### src/rtl/pidsd_pkg.sv
// shared types and constants for the pid step with stall detect block
// no dependencies
package pidsd_pkg;

    localparam int ERR_W      = 20;
    localparam int INT_W      = 24;
    localparam int GAIN_W     = 16;
    localparam int WIN_W      = 19;
    localparam int LIM_W      = 15;
    localparam int CNT_W      = 8;
    localparam int DRV_W      = 16;
    localparam int FRAC_BITS  = 8;
    localparam int SUM_W      = 42;
    localparam int Q_W        = SUM_W - FRAC_BITS;
    localparam int CFG_DATA_W = 19;
    localparam int REG_IDX_W  = 3;

    localparam int INTEGRAL_LIMIT = 1048575;

    localparam logic signed [INT_W:0] ACC_MAX = (INT_W + 1)'(INTEGRAL_LIMIT);
    localparam logic signed [INT_W:0] ACC_MIN = -ACC_MAX;

    localparam logic [GAIN_W-1:0] KP_RESET    = GAIN_W'(256);
    localparam logic [GAIN_W-1:0] KI_RESET    = '0;
    localparam logic [GAIN_W-1:0] KD_RESET    = '0;
    localparam logic [WIN_W-1:0]  IWIN_RESET  = '0;
    localparam logic [LIM_W-1:0]  OLIM_RESET  = LIM_W'(12000);
    localparam logic [WIN_W-1:0]  SSTEP_RESET = '0;
    localparam logic [CNT_W-1:0]  SCYC_RESET  = '0;

    typedef enum logic [REG_IDX_W-1:0] {
        REG_KP    = 3'd0,
        REG_KI    = 3'd1,
        REG_KD    = 3'd2,
        REG_IWIN  = 3'd3,
        REG_OLIM  = 3'd4,
        REG_SSTEP = 3'd5,
        REG_SCYC  = 3'd6
    } pidsd_reg_t;

    typedef struct packed {
        logic [GAIN_W-1:0] kp;
        logic [GAIN_W-1:0] ki;
        logic [GAIN_W-1:0] kd;
        logic [WIN_W-1:0]  integral_window;
        logic [LIM_W-1:0]  output_limit;
        logic [WIN_W-1:0]  standstill_step;
        logic [CNT_W-1:0]  standstill_cycles;
    } pidsd_cfg_t;

    typedef struct packed {
        logic signed [ERR_W-1:0] error_sample;
        logic                    restart;
    } pidsd_in_t;

    typedef struct packed {
        logic signed [DRV_W-1:0] drive;
        logic                    stalled;
    } pidsd_out_t;

endpackage

### src/rtl/pidsd_cfg_regs.sv
// configuration register file: gains, window, limit and standstill settings
// depends on pidsd_pkg
module pidsd_cfg_regs (
    input  logic                           clk,
    input  logic                           rst_n,
    input  logic                           cfg_write,
    input  logic [pidsd_pkg::REG_IDX_W-1:0]  cfg_index,
    input  logic [pidsd_pkg::CFG_DATA_W-1:0] cfg_data,
    output pidsd_pkg::pidsd_cfg_t          cfg
);
    import pidsd_pkg::*;

    pidsd_cfg_t cfg_reg;
    pidsd_cfg_t cfg_next;

    always_comb
    begin
        cfg_next = cfg_reg;
        if (cfg_write)
        begin
            case (pidsd_reg_t'(cfg_index))
                REG_KP:    cfg_next.kp                = cfg_data[GAIN_W-1:0];
                REG_KI:    cfg_next.ki                = cfg_data[GAIN_W-1:0];
                REG_KD:    cfg_next.kd                = cfg_data[GAIN_W-1:0];
                REG_IWIN:  cfg_next.integral_window   = cfg_data[WIN_W-1:0];
                REG_OLIM:  cfg_next.output_limit      = cfg_data[LIM_W-1:0];
                REG_SSTEP: cfg_next.standstill_step   = cfg_data[WIN_W-1:0];
                REG_SCYC:  cfg_next.standstill_cycles = cfg_data[CNT_W-1:0];
                default:   cfg_next = cfg_reg;
            endcase
        end
    end

    always_ff @(posedge clk or negedge rst_n)
    begin
        if (!rst_n)
        begin
            cfg_reg.kp                <= KP_RESET;
            cfg_reg.ki                <= KI_RESET;
            cfg_reg.kd                <= KD_RESET;
            cfg_reg.integral_window   <= IWIN_RESET;
            cfg_reg.output_limit      <= OLIM_RESET;
            cfg_reg.standstill_step   <= SSTEP_RESET;
            cfg_reg.standstill_cycles <= SCYC_RESET;
        end
        else
        begin
            cfg_reg <= cfg_next;
        end
    end

    assign cfg = cfg_reg;

endmodule

### config.mk
export PLATFORM = sky130hd
export DESIGN_NAME = pidsd_cfg_regs
export DESIGN_NICKNAME = d
export VERILOG_FILES = /design/src/rtl/pidsd_pkg.sv /design/src/rtl/pidsd_cfg_regs.sv
export SDC_FILE = /design/constraint.sdc
export NUM_CORES = 1
export LEC_CHECK = 0
export ABC_AREA = 1
export BUFFER_PORTS_ARGS = -buffer_cell sky130_fd_sc_hd__buf_2
export CAP_MARGIN = 30
export CELL_PAD_IN_SITES_DETAIL_PLACEMENT = 2
export CELL_PAD_IN_SITES_GLOBAL_PLACEMENT = 2
export CORE_MARGIN = 4
export CORE_UTILIZATION = 26
export DETAILED_ROUTE_END_ITERATION = 10
export GPL_ROUTABILITY_DRIVEN = 0
export PLACE_DENSITY_LB_ADDON = 0.1
export SETUP_SLACK_MARGIN = 0.15
export SYNTH_ARGS = -nofsm -noshare
export SYNTH_HDL_FRONTEND = slang
export SYNTH_SLANG_ARGS = --single-unit
### constraint.sdc
create_clock -name clk -period 0.8 [get_ports clk]
set_input_delay 0 -clock clk [delete_from_list [all_inputs] [get_ports clk]]
set_output_delay 0 -clock clk [all_outputs]
set_load 0.02 [all_outputs]
* After elaboration in Yosys (flattened, before gate mapping)
Cells that the tools add are included.
** Storage, ports and cells
- Flip-flop bits (word level) :: 109
- Input bits :: 25
- Output and inout bits :: 109
** Operators by class
- Equality and inequality tests :: 6
- Reductions and logical operators :: 8
** Operators by type and width (number)
- $reduce_and 2->1 :: 7
- $eq 3x3->1 const B :: 3
- $eq 3x2->1 const B :: 2
- $eq 3x1->1 const B :: 1
- $logic_not 3->1 :: 1

* Logic depth before layout (Yosys ltp)
- Word-level depth :: 2
- Mapped depth :: 6
- Depth with buffers taken out :: 5

* Worst setup path after synthesis
No wires, ideal clock.
- Path type :: input-to-reg
- From :: input cfg_index[0] (netlist bit)
- To :: register cfg_reg (netlist bit cfg[100])
- Arrival time :: 734 ps
- Required time :: 683 ps
- Path slack :: -51 ps
- Stages on the path :: 5
- Cells stage by stage :: nor2_1 -> nand2_1 -> clkbuf_1 -> nand2_1 -> nand2_1
** Between the ends
- Cells in the longest elaborated chain, start to end :: 2
** RTL lines
- start, declared :: line pidsd_cfg_regs.sv:7 : input logic [pidsd_pkg::REG_IDX_W-1:0] cfg_index,
- $logic_not 3->1 :: line pidsd_cfg_regs.sv:21 : case (pidsd_reg_t'(cfg_index))
- $reduce_and 2->1 (no line)
- end signal, assigned :: line pidsd_cfg_regs.sv:48 : cfg_reg <= cfg_next;
- end, declared :: line pidsd_cfg_regs.sv:13 : pidsd_cfg_t cfg_reg;
No other way between the ends.
A chain may end at the register's enable or synchronous reset.

* Worst setup path after layout
- From :: register cfg_reg (netlist bit cfg[38])
- To :: output cfg[38] (netlist bit)
** RTL lines
- end, declared :: line pidsd_cfg_regs.sv:9 : output pidsd_pkg::pidsd_cfg_t cfg
No word-level cell between the ends.

==> impl_metrics.tcl <==
set metrics [dict create \
    status "finished, violations left" \
    violations "negative hold slack, negative setup slack" \
    wirelength_um 17500 \
    hold_buffers 16 \
    yosys_warnings 0 \
    p_seq_frac 0.413 \
    multi_input_area_um2 1650 \
    synth.top_cells.by_area "dfrtp_1 60%, nand2_1 24%, nand3_1 7.4%" \
    synth_commonest_cells "275 x nand2_1, 101 x dfrtp_1, 63 x nand3_1" \
    internal_power_uw 12200 \
    vias 4060 \
    path_class "flop to output pin" \
    worstHoldPathCells 3 \
    grt_util_all_layers 0.192 \
    die_h_um 136 \
    ios 134 \
    syn_inst 480 \
    reg2reg_depth 4 \
    min_period_over_period 1.29 \
    end_kind "output pin" \
    tightest_slew_ns 0.310 \
    grt_pass1_wl_um 26600 \
    synthXorXnorAreaFrac 0 \
    hold_class "primary input to flop" \
    power.density_nw_per_um2 2550 \
    slew_headroom 0.793 \
    overflow 0 \
    total_power_uw 18500 \
    row_count 46 \
    power.leakage_uw 0.00366 \
    cts_tree "yes" \
    cp.required_ns 0.80 \
    seq_area_um2 2810 \
    clkPwrFrac 0.238 \
    finalSetupViolCount 116 \
    combinationalPowerShare 0.348 \
    ys_seq_area_frac 0.646 \
    p_sw_uw 6300 \
    synth-edff-count 0 \
    layout-drive-gt1-share 0.509 \
    ant_nets 0 \
    critPathMaxFanout 2 \
    largest_reg_flops 109 \
    crit_slowest_cell "dfstp_2" \
    core-area_um2 15900 \
    port_buffers 133 \
    clock-root-buffer "clkbuf_16" \
    synth.avg_cell_area_um2 8.83 \
    synth_flop_cell "dfrtp_1" \
    max_freq_mhz 971 \
    initial_core_util 0.266 \
    synth_top_family_by_area "simple AND/OR/NAND/NOR gates" \
    path_buf_inv 1 \
    path_clk_slew_ns 0.08 \
    fin_crit_ns 1.03 \
    fp.dieW_um 136 \
    synthMuxAreaShare 0 \
    synth_compound_area_frac 0 \
    hold_slack_ns -0.0268 \
    yosysMostFrequentCell "nand2_1" \
    swShare 0.340 \
    clock_skew_ns 0 \
    synth.distinct_cells 11 \
    n_antenna_cell 0 \
    antenna_found_initial 0 \
    grt_pass1_vias 4535 \
    drtPass1Iterations 4 \
    dp_hpwl_um 11100 \
    worstSkewPairLatency_ns 0.36 \
    synth_adder_area_share 0 \
    synth-seq-cells 109 \
    vias_per_cell 4.52 \
    syn-num-nets 505 \
    crit_path_max_incr_delay_ns 0.56 \
    clock_path_buffers 2 \
    fin_nets 702 \
    cts_buffers 9 \
    post_drt_wl_per_cell_um 19.5 \
    peakVddDrop_v 0.000932 \
    synth_area_um2 4240 \
    yosys.area_share.simple 0.329 \
    finalWorstSetupSlack_ns -0.230 \
    area_delta_synth_final_pct 71.6 \
    dieArea_um2 18400 \
    htreeDepth 3 \
    rsz0062_at_grt "yes" \
    grt_max_degree 53 \
    route.detailed.drc 0 \
    drv_slew 0 \
    synth.top_cell.area_share 0.597 \
    async_flop_share 1.00 \
    final_hold_viol_count 4 \
    cp_cell_sequence "buf_6" \
    critPathTopFamily "flip-flops" \
    cts.sinks 109 \
    fillers 1704 \
    worst_setup_path_start_kind "flop" \
    crit_arrival_ns 1.03 \
    drt-initial-drc-count 141 \
    max_cap_viol_count 0 \
    crit_cells 1 \
    synth_area_leader_cell "dfrtp_1" \
]
worst reg2reg max path, stage by stage (launching register included):
cell     delay, ns
dfrtp_1       0.42
buf_6         0.14
buf_6         0.11
nand2_4       0.05
nand2_2       0.06
cells in the final DEF, fill, tap and decap left out, types with 15 or more instances in the layout:
| cell type | netlist | final |
|---|---|---|
| nand2_1 | 275 | 207 |
| dfrtp_1 | 101 | 44 |
| dfrtp_2 | 0 | 57 |
| nand2_2 | 1 | 58 |
| buf_2 | 10 | 16 |
| nand3_1 | 63 | 63 |
| dlygate4sd3_1 | 0 | 15 |
| buf_4 | 0 | 15 |
| buf_6 | 0 | 146 |
timing repair:
| item | 4_1_cts | 5_1_grt |
|---|---|---|
| resized for setup | 240 | 98 |
| endpoints found under the setup margin | 132 | 215 |
| buffers inserted | 21 | 16 |
| hold endpoints to repair | 187 | 4 |
| gates cloned | 0 | 0 |
| pin swaps | 23 | 34 |
cells by family after synthesis:
| kind of cell | count (synthesis) |
|---|---|
| simple gates | 346 |
| flops | 109 |
| buf+inv | 25 |
per-stage QoR:
stage	worst slack, ns	cells	TNS (ns)	utilization	instance area (um^2)
after global routing	-0.268	898	-16.89	0.456	7270
final	-0.230	898	-12.84	0.456	7270
after global placement	-0.175	829	-14.49	0.346	5510
after CTS	-0.252	882	-14.04	0.430	6860
after floorplan	0.0671	480	0	-	4470
after detailed placement	-0.267	829	-19.76	0.346	5510
routing by layer:
layer | vias to the layer above | track usage | wire, um
met2 | 93 | 0.333 | 9150
met3 | 14 | 0.0405 | 802
met1 | 2060 | 0.241 | 7330
li1 | 1893 | - | -
met4 | 0 | 0.0554 | 214
met5 | - | 0 | 0
path summary, 6_finish.rpt:
check	from	end	slack, ns
worst max register to register	cfg[70]	cfg[70]	-0.09
max in group asynchronous	rst_n	cfg[42]	0.29
worst min register to register	cfg[33]	cfg[33]	0.47
min in group asynchronous	rst_n	cfg[16]	-0.01
worst max-delay path	cfg[38]	cfg[38]	-0.23
worst min-delay path	cfg_data[9]	cfg[36]	-0.03
final cells by class:
class                   instances  share of cell area
clock inverters                 4             0.00430
flip-flops and latches        109               0.386
well taps                     216              0.0372
multi-input cells             346               0.228
repair buffers                205               0.305
inverters                       6             0.00602
clock buffers                  12              0.0339
power by group through the flow:
stage               registers (uW)  logic [uW]  clock network (uW)
CTS                           7560        5880                4590
global placement              7380        4060                   0
floorplan                     8640         969                   0
global route                  7800        6930                4830
finish                        7650        6440                4410
detailed placement            7410        4200                   0
No activity file was read; power rests on OpenSTA's default activity.
